### config.mk
export PLATFORM = sky130hd
export DESIGN_NAME = sprite_rle_line_decoder
export DESIGN_NICKNAME = d
export VERILOG_FILES = /design/src/rtl/srld_pkg.sv /design/src/rtl/sprite_rle_line_decoder.sv /design/src/rtl/srld_alu.sv
export SDC_FILE = /design/constraint.sdc
export NUM_CORES = 1
export LEC_CHECK = 0
export ABC_AREA = 1
export ABC_CLOCK_PERIOD_IN_PS = 6000
export BUFFER_PORTS_ARGS = -buffer_cell sky130_fd_sc_hd__buf_2
export CORE_MARGIN = 5
export CORE_UTILIZATION = 42
export CTS_BUF_LIST = sky130_fd_sc_hd__clkbuf_8
export DETAILED_ROUTE_END_ITERATION = 10
export GPL_TIMING_DRIVEN = 0
export PLACE_DENSITY = 0.57
export SKIP_CTS_REPAIR_TIMING = 1
export SLEW_MARGIN = 10
export SYNTH_ARGS = -nofsm -noshare
export SYNTH_HDL_FRONTEND = slang
export SYNTH_SLANG_ARGS = --single-unit
### constraint.sdc
create_clock -name i_clk -period 6 [get_ports i_clk]
set_input_delay 0.3 -clock i_clk [delete_from_list [all_inputs] [get_ports i_clk]]
set_output_delay 0.3 -clock i_clk [all_outputs]
set_load 0.02 [all_outputs]
### src/rtl/srld_pkg.sv
// Shared constants and types for the sprite RLE line decoder.
package srld_pkg;

    localparam int ADDR_BITS    = 18;
    localparam int HEADER_BYTES = 6;

    localparam int PTR_W      = ADDR_BITS + 1;
    localparam int PITCH_W    = 16;
    localparam int LCNT_W     = 8;
    localparam int OPB_W      = PITCH_W + LCNT_W - 1;
    localparam int SUM_W      = ((PTR_W > OPB_W) ? PTR_W : OPB_W) + 1;
    localparam int PIX_ADDR_W = 18;
    localparam int PIX_VAL_W  = 8;
    localparam int ADDR_X_W   = (PTR_W > PIX_ADDR_W) ? PTR_W : PIX_ADDR_W;
    localparam int TDATA_O_W  = 32;

    localparam logic [PTR_W-1:0] PTR_MAX = {PTR_W{1'b1}};

    localparam logic [1:0] OPC_COPY = 2'd0;
    localparam logic [1:0] OPC_FILL = 2'd1;
    localparam logic [1:0] OPC_SKIP = 2'd2;
    localparam logic [1:0] OPC_LINE = 2'd3;

    typedef logic [PTR_W-1:0] t_ptr;
    typedef logic [OPB_W-1:0] t_opb;

endpackage

### src/rtl/sprite_rle_line_decoder.sv
// Top level: byte parser, pixel sequencer and output register.
// A result word is registered from its sequencer step and shown in the next cycle.
// Each byte takes an input step. A skip adds an add step; a literal byte, a pixel
// step; a fill, a pixel step per pixel; a line jump, 8 shift-add steps of the shared
// adder and a column step; the end word, an end step; stalls hold pixel/end steps.
// Reset (synchronous, active low) clears the parser and sets the pitch to 256.
module sprite_rle_line_decoder (
    input  logic        i_clk,
    input  logic        i_rst_n,
    input  logic        i_cfg_we,
    input  logic [15:0] i_cfg_data,     // line_pitch
    input  logic        s_axis_tvalid,
    output logic        s_axis_tready,
    input  logic [7:0]  s_axis_tdata,   // comp_byte
    input  logic [0:0]  s_axis_tuser,   // sprite_start
    output logic        m_axis_tvalid,
    input  logic        m_axis_tready,
    output logic [31:0] m_axis_tdata,   // pixel_addr[17:0], pixel_value[25:18], zeros
    output logic [1:0]  m_axis_tuser,   // is_end, overflow
    output logic        m_axis_tlast    // last
);

    localparam logic [2:0] PH_HEADER     = 3'd0;
    localparam logic [2:0] PH_CTRL       = 3'd1;
    localparam logic [2:0] PH_LITERAL    = 3'd2;
    localparam logic [2:0] PH_FILL_VAL   = 3'd3;
    localparam logic [2:0] PH_SKIP_BYTE  = 3'd4;
    localparam logic [2:0] PH_LINE_COUNT = 3'd5;
    localparam logic [2:0] PH_LINE_COL   = 3'd6;
    localparam logic [2:0] PH_DONE       = 3'd7;

    localparam logic [2:0] ST_IN  = 3'd0;
    localparam logic [2:0] ST_PIX = 3'd1;
    localparam logic [2:0] ST_ADD = 3'd2;
    localparam logic [2:0] ST_MUL = 3'd3;
    localparam logic [2:0] ST_COL = 3'd4;
    localparam logic [2:0] ST_END = 3'd5;

    localparam logic [2:0] PH_RESET = (srld_pkg::HEADER_BYTES != 0) ? PH_HEADER : PH_CTRL;
    localparam logic [2:0] HDR_RESET = 3'(srld_pkg::HEADER_BYTES);

    logic [2:0]                         r_st, n_st;
    logic [2:0]                         r_phase, n_phase;
    logic [2:0]                         r_hdr_left, n_hdr_left;
    logic [5:0]                         r_lit_left, n_lit_left;
    logic [7:0]                         r_pend, n_pend;
    logic                               r_ovf, n_ovf;
    srld_pkg::t_ptr                     r_base, n_base;
    srld_pkg::t_ptr                     r_wptr, n_wptr;
    logic [srld_pkg::PITCH_W-1:0]       r_pitch;
    logic [5:0]                         r_cnt, n_cnt;
    logic [7:0]                         r_val, n_val;
    srld_pkg::t_opb                     r_opb, n_opb;
    logic [2:0]                         r_k, n_k;
    logic                               r_ovld, n_ovld;
    logic [srld_pkg::PIX_ADDR_W-1:0]    r_oaddr, n_oaddr;
    logic [srld_pkg::PIX_VAL_W-1:0]     r_oval, n_oval;
    logic                               r_oend, n_oend;
    logic                               r_oovf, n_oovf;
    logic                               r_olast, n_olast;

    logic [2:0]                         e_phase;
    logic [2:0]                         e_hdr_left;
    logic [5:0]                         e_lit_left;
    logic [7:0]                         e_pend;
    logic                               e_ovf;
    srld_pkg::t_ptr                     e_base;
    srld_pkg::t_ptr                     e_wptr;

    srld_pkg::t_ptr                     w_alu_a;
    srld_pkg::t_opb                     w_alu_b;
    srld_pkg::t_ptr                     w_alu_sum;
    logic [srld_pkg::ADDR_X_W-1:0]      w_wptr_x;
    logic                               w_accept;
    logic                               w_can_emit;
    logic [1:0]                         w_opc;
    logic [5:0]                         w_cnt;
    logic [7:0]                         w_b;

    srld_alu u_alu (
        .i_a   (w_alu_a),
        .i_b   (w_alu_b),
        .o_sum (w_alu_sum)
    );

    assign s_axis_tready = (r_st == ST_IN);
    assign w_accept      = s_axis_tvalid && s_axis_tready;
    assign w_can_emit    = !r_ovld || m_axis_tready;
    assign w_b           = s_axis_tdata;
    assign w_opc         = w_b[7:6];
    assign w_cnt         = w_b[5:0];
    assign w_wptr_x      = srld_pkg::ADDR_X_W'(r_wptr);

    assign m_axis_tvalid = r_ovld;
    assign m_axis_tdata  = {{(srld_pkg::TDATA_O_W - srld_pkg::PIX_ADDR_W
                             - srld_pkg::PIX_VAL_W){1'b0}}, r_oval, r_oaddr};
    assign m_axis_tuser  = {r_oovf, r_oend};
    assign m_axis_tlast  = r_olast;

    // clear on sprite start
    always_comb begin
        if (s_axis_tuser[0]) begin
            e_phase    = PH_RESET;
            e_hdr_left = HDR_RESET;
            e_lit_left = '0;
            e_pend     = '0;
            e_ovf      = 1'b0;
            e_base     = '0;
            e_wptr     = '0;
        end else begin
            e_phase    = r_phase;
            e_hdr_left = r_hdr_left;
            e_lit_left = r_lit_left;
            e_pend     = r_pend;
            e_ovf      = r_ovf;
            e_base     = r_base;
            e_wptr     = r_wptr;
        end
    end

    always_comb begin
        w_alu_a = r_wptr;
        w_alu_b = srld_pkg::OPB_W'(1);
        unique case (r_st)
            ST_ADD: w_alu_b = r_opb;
            ST_MUL: begin
                w_alu_a = r_base;
                w_alu_b = r_pend[r_k] ? (srld_pkg::OPB_W'(r_pitch) << r_k) : '0;
            end
            ST_COL: begin
                w_alu_a = r_base;
                w_alu_b = srld_pkg::OPB_W'(r_val);
            end
            default: w_alu_b = srld_pkg::OPB_W'(1);
        endcase
    end

    always_comb begin
        n_st       = r_st;
        n_phase    = r_phase;
        n_hdr_left = r_hdr_left;
        n_lit_left = r_lit_left;
        n_pend     = r_pend;
        n_ovf      = r_ovf;
        n_base     = r_base;
        n_wptr     = r_wptr;
        n_cnt      = r_cnt;
        n_val      = r_val;
        n_opb      = r_opb;
        n_k        = r_k;
        n_ovld     = r_ovld && !m_axis_tready;
        n_oaddr    = r_oaddr;
        n_oval     = r_oval;
        n_oend     = r_oend;
        n_oovf     = r_oovf;
        n_olast    = r_olast;

        unique case (r_st)
            ST_IN: begin
                if (w_accept) begin
                    n_phase    = e_phase;
                    n_hdr_left = e_hdr_left;
                    n_lit_left = e_lit_left;
                    n_pend     = e_pend;
                    n_ovf      = e_ovf;
                    n_base     = e_base;
                    n_wptr     = e_wptr;
                    unique case (e_phase)
                        PH_HEADER: begin
                            n_hdr_left = (e_hdr_left != 3'd0) ? e_hdr_left - 3'd1 : 3'd0;
                            if (n_hdr_left == 3'd0) begin
                                n_phase = PH_CTRL;
                            end
                        end
                        PH_CTRL: begin
                            unique case (w_opc)
                                srld_pkg::OPC_COPY: begin
                                    n_lit_left = w_cnt;
                                    n_phase    = (w_cnt != 6'd0) ? PH_LITERAL : PH_CTRL;
                                end
                                srld_pkg::OPC_FILL: begin
                                    n_pend  = 8'(w_cnt);
                                    n_phase = PH_FILL_VAL;
                                end
                                srld_pkg::OPC_SKIP: begin
                                    if (w_cnt == 6'd0) begin
                                        n_phase = PH_SKIP_BYTE;
                                    end else begin
                                        n_opb = srld_pkg::OPB_W'(w_cnt);
                                        n_st  = ST_ADD;
                                    end
                                end
                                default: begin
                                    if (w_cnt == 6'd0) begin
                                        n_phase = PH_LINE_COUNT;
                                    end else begin
                                        n_pend  = 8'(w_cnt);
                                        n_phase = PH_LINE_COL;
                                    end
                                end
                            endcase
                        end
                        PH_LITERAL: begin
                            n_val      = w_b;
                            n_cnt      = 6'd1;
                            n_st       = ST_PIX;
                            n_lit_left = (e_lit_left != 6'd0) ? e_lit_left - 6'd1 : 6'd0;
                            if (n_lit_left == 6'd0) begin
                                n_phase = PH_CTRL;
                            end
                        end
                        PH_FILL_VAL: begin
                            n_val   = w_b;
                            n_cnt   = e_pend[5:0];
                            n_pend  = '0;
                            n_phase = PH_CTRL;
                            if (e_pend[5:0] != 6'd0) begin
                                n_st = ST_PIX;
                            end
                        end
                        PH_SKIP_BYTE: begin
                            n_opb   = srld_pkg::OPB_W'(w_b);
                            n_st    = ST_ADD;
                            n_phase = PH_CTRL;
                        end
                        PH_LINE_COUNT: begin
                            if (w_b == 8'd0) begin
                                n_st    = ST_END;
                                n_phase = PH_DONE;
                            end else begin
                                n_pend  = w_b;
                                n_phase = PH_LINE_COL;
                            end
                        end
                        PH_LINE_COL: begin
                            n_val   = w_b;
                            n_k     = 3'd0;
                            n_st    = ST_MUL;
                            n_phase = PH_CTRL;
                        end
                        default: begin
                        end
                    endcase
                end
            end
            ST_PIX: begin
                if (w_can_emit) begin
                    if (r_wptr[srld_pkg::ADDR_BITS]) begin
                        n_ovf = 1'b1;
                    end else begin
                        n_ovld  = 1'b1;
                        n_oaddr = w_wptr_x[srld_pkg::PIX_ADDR_W-1:0];
                        n_oval  = r_val;
                        n_oend  = 1'b0;
                        n_oovf  = r_ovf;
                        n_olast = (r_cnt == 6'd1) || w_alu_sum[srld_pkg::ADDR_BITS];
                    end
                    n_wptr = w_alu_sum;
                    n_cnt  = r_cnt - 6'd1;
                    if (r_cnt == 6'd1) begin
                        n_st = ST_IN;
                    end
                end
            end
            ST_ADD: begin
                n_wptr = w_alu_sum;
                n_st   = ST_IN;
            end
            ST_MUL: begin
                n_base = w_alu_sum;
                n_k    = r_k + 3'd1;
                if (r_k == 3'd7) begin
                    n_st = ST_COL;
                end
            end
            ST_COL: begin
                n_wptr = w_alu_sum;
                n_pend = '0;
                n_st   = ST_IN;
            end
            ST_END: begin
                if (w_can_emit) begin
                    n_ovld  = 1'b1;
                    n_oaddr = '0;
                    n_oval  = '0;
                    n_oend  = 1'b1;
                    n_oovf  = r_ovf;
                    n_olast = 1'b1;
                    n_st    = ST_IN;
                end
            end
            default: n_st = ST_IN;
        endcase
    end

    always_ff @(posedge i_clk) begin
        if (!i_rst_n) begin
            r_st       <= ST_IN;
            r_phase    <= PH_RESET;
            r_hdr_left <= HDR_RESET;
            r_lit_left <= '0;
            r_pend     <= '0;
            r_ovf      <= 1'b0;
            r_base     <= '0;
            r_wptr     <= '0;
            r_pitch    <= 16'd256;
            r_ovld     <= 1'b0;
        end else begin
            r_st       <= n_st;
            r_phase    <= n_phase;
            r_hdr_left <= n_hdr_left;
            r_lit_left <= n_lit_left;
            r_pend     <= n_pend;
            r_ovf      <= n_ovf;
            r_base     <= n_base;
            r_wptr     <= n_wptr;
            r_ovld     <= n_ovld;
            if (i_cfg_we) begin
                r_pitch <= i_cfg_data;
            end
        end
    end

    always_ff @(posedge i_clk) begin
        r_cnt   <= n_cnt;
        r_val   <= n_val;
        r_opb   <= n_opb;
        r_k     <= n_k;
        r_oaddr <= n_oaddr;
        r_oval  <= n_oval;
        r_oend  <= n_oend;
        r_oovf  <= n_oovf;
        r_olast <= n_olast;
    end

endmodule

### src/rtl/srld_alu.sv
// Shared saturating pointer adder.
module srld_alu (
    input  srld_pkg::t_ptr i_a,
    input  srld_pkg::t_opb i_b,
    output srld_pkg::t_ptr o_sum
);

    logic [srld_pkg::SUM_W-1:0] w_sum;

    assign w_sum = srld_pkg::SUM_W'(i_a) + srld_pkg::SUM_W'(i_b);
    assign o_sum = (w_sum > srld_pkg::SUM_W'(srld_pkg::PTR_MAX)) ? srld_pkg::PTR_MAX
                                                                  : w_sum[srld_pkg::PTR_W-1:0];

endmodule
==> metrics.txt <==
status=finished clean; cells along the critical path=inv_2 -> nand3_4 -> inv_2 -> nor2_1 -> inv_1 -> o21ai_0 -> a21oi_1 -> o21ai_0 -> ha_1 -> inv_1 -> fa_1 -> inv_1 -> nand4_1 -> nand2_1 -> nand2_1 -> a21oi_1 -> nand3_1 -> nand3b_1 -> nand2_2 -> nor2_4 -> nand3_1 -> nand3b_1; most used cell along the critical path=inv_1; Layout area overhead=12.4%; Die H=152 um; fill count=2,089; RSZ-0062 raised after global routing=no; CP max FO=10; Leak Pwr=4.43 nW; antenna-violating nets left=0; Crit. Startpoint=r_st[2]; vias per cell=5.07; CTS sink count=133; R2R Setup Slk=1140 ps; count of final hold-check violations=0; Skew-Pair Late Insertion Delay=460 ps; fmax=206 MHz; FF-to-FF Start=r_st[2]; Worst path max stage delay=610 ps; GRT Overall Usage=0.208; io pins=67; Tcrit/Tclk final=0.811; largest net degree at the start of global routing=27; Cell variety after synth=54; die span in x=152 um; MaxCap Viol Count=0; final wirelength=24,300 um; Clock Pin Slew Worst Setup and Hold Paths=80 ps; starting density of the core=0.430; global-route wire length before repair=39,300 um; layout cells sized above 1=0.114; TNS Setup=0 ps; ANT cells=0; Wirelength per Cell=15.2 um; CP bufs+invs=5; Layout Utilization=0.483; Ys Warns=0; Critical Path Sink Type=flop; DPL Wire Length=18,800 um; Buffers on Ports=59; Max Transition Viols Final=0; antenna violations before repair=0; worst slew pin tran=1280 ps; CTS tree=built; peak supply drop=162 uV; CP max stage cell=nor2_1; reg2reg end=m_axis_tlast; number of core rows=51; critical setup path kind=reg -> reg; sequential-to-total area share from yosys stat=0.379; total iterations of the first detailed-routing run=5; CTS root buffer=clkbuf_8; syn avg cell area=6.86 um2; Core Region=0.0197 mm2; min Tclk post-route=4860 ps; # nets final=1,372; Final GP Congestion=0.882; 1st-iter DRT viols=555; post-synthesis sequential element count=133; slew margin rel.=0.145; routed via count=8,077; critical path depth=22; global route overflow=0; Mapped Area=0.00845 mm2; Final Non-Filler Cells=1,593; Reg2Reg Depth=22; Final setup viols=0; Arr. time, crit path=5060 ps; H-tree depth=4; die area=0.0231 mm2; CTS Buffer Depth=2; Hold WC Path Type=in -> reg; Cells after Synth=1,231; Worst EP required=6190 ps; worst setup path endpoint=m_axis_tlast; placed cell area=0.00913 mm2; Crit path max-delay family=simple AND/OR/NAND/NOR gates; total CTS buffers=17; PD cells=312 mW/mm2; Post-route DRC=0; Final Cell Area=0.00950 mm2; placed cells=1,561; Setup crit start kind=flop; vias in the first global route=7,805; Clock Skews=19.2 ps
state kept, by name (all words and copies together), names as in the netlist, 6 cells and up:
register    flops
r_pend          8
r_oaddr        18
r_oval          8
r_cnt           6
r_opb           8
r_lit_left      6
r_pitch        16
r_base         19
r_wptr         19
r_val           8
power breakdown:
part	total [W]	switching [W]	leakage [nW]	internal (W)
Sequential	0.00116	0.0000679	1.14	0.00109
Combinational	0.00108	0.000757	3.10	0.000320
Clock	0.000728	0.000381	0.193	0.000347
tightest hold or removal path, delay by kind of cell:
family | cells | cell delay (ps)
buffers and inverters | 1 | 70
and+or+nand+nor | 2 | 110
synthesized netlist by cell type, drive strengths merged:
cell type	n	area, um2
o2111ai	1	8.76
o311ai	4	35.0
nor3b	1	7.51
clkbuf	31	116
nor3	9	45.0
a211oi	3	22.5
and2	1	6.26
a31oi	4	25.0
nand2	382	1450
o21a	10	75.1
xor2	8	70.1
nand3b	5	37.5
a221oi	8	70.1
or2	6	37.5
o22ai	5	31.3
o211a	1	10.0
and3	1	6.26
buf	23	153
ha	26	325
o211ai	4	30.0
dfxtp	79	1580
o21bai	1	7.51
xnor2	10	87.6
edfxtp	54	1620
inv	134	503
clkinv	3	11.3
a21oi	93	480
a41oi	1	8.76
a22o	1	8.76
nand4	15	93.8
o21ai	80	404
fa	1	20.0
a22oi	1	7.51
nand3	71	428
a21boi	1	7.51
o31ai	1	7.51
conb	1	3.75
nor2	147	579
nor4	4	25.0
layout by cell type (no fill, tap or decap), drive strengths merged, types with 6 or more instances in the layout:
| cell | instances |
|---|---|
| nor2 | 147 |
| nor3 | 9 |
| clkinv | 6 |
| nand4 | 15 |
| xor2 | 8 |
| dfxtp | 79 |
| ha | 26 |
| o21ai | 80 |
| nand2 | 382 |
| edfxtp | 54 |
| a221oi | 8 |
| buf | 83 |
| conb | 6 |
| clkbuf | 50 |
| or2 | 6 |
| nand3 | 71 |
| o21a | 10 |
| a21oi | 93 |
| xnor2 | 10 |
| inv | 140 |
routing by layer:
metal | vias to the layer above | wire [um] | track usage
met1 | 3677 | 11200 | 0.273
met2 | 198 | 11500 | 0.356
met5 | - | 0 | 0
met4 | 0 | 396 | 0.0539
li1 | 4175 | - | -
met3 | 27 | 1190 | 0.0378
metrics by stage:
| stage | setup slack (ps) | power, W | hold WS, ps |
|---|---|---|---|
| floorplan | 2460 | 0.00192 | 399 |
| global placement | 1190 | 0.00224 | 451 |
| detailed placement | 1160 | 0.00225 | 455 |
| CTS | 1170 | 0.00298 | 25.8 |
| global route | 732 | 0.00318 | 39.2 |
| finish | 1140 | 0.00296 | 64.7 |
worst min path at each step:
stage                    start          end  slack, ps  cells after the start
6_report        i_cfg_data[11]  r_pitch[11]         60                      3
5_1_grt        s_axis_tdata[6]     r_val[6]         40                      1
4_1_cts          i_cfg_data[8]   r_pitch[8]         30                      3
3_5_place_dp         r_base[9]    r_base[9]        460                      2
3_3_place_gp         r_base[4]    r_base[4]        450                      2
2_1_floorplan  s_axis_tdata[0]     r_opb[0]        400                      0
final cells by class:
class	instances	area, um2	share of cell area
buffer	54	269	0.0283
clock buffer	19	262	0.0275
clock inverter	13	109	0.0115
inverter	137	514	0.0541
multi-input combinational	912	4500	0.473
sequential	133	3200	0.337
tap	265	332	0.0349
timing repair buffer	60	315	0.0332
kinds of logic after synthesis:
family          after synthesis  share of synthesized area
other cells                   1                   0.000444
compound gates              219                      0.147
fa+ha+maj                    27                     0.0409
simple gates                642                      0.322
buf+inv                     191                     0.0927
flops                       133                      0.379
xor+xnor                     18                     0.0187
(Power assumes the default switching activity.)
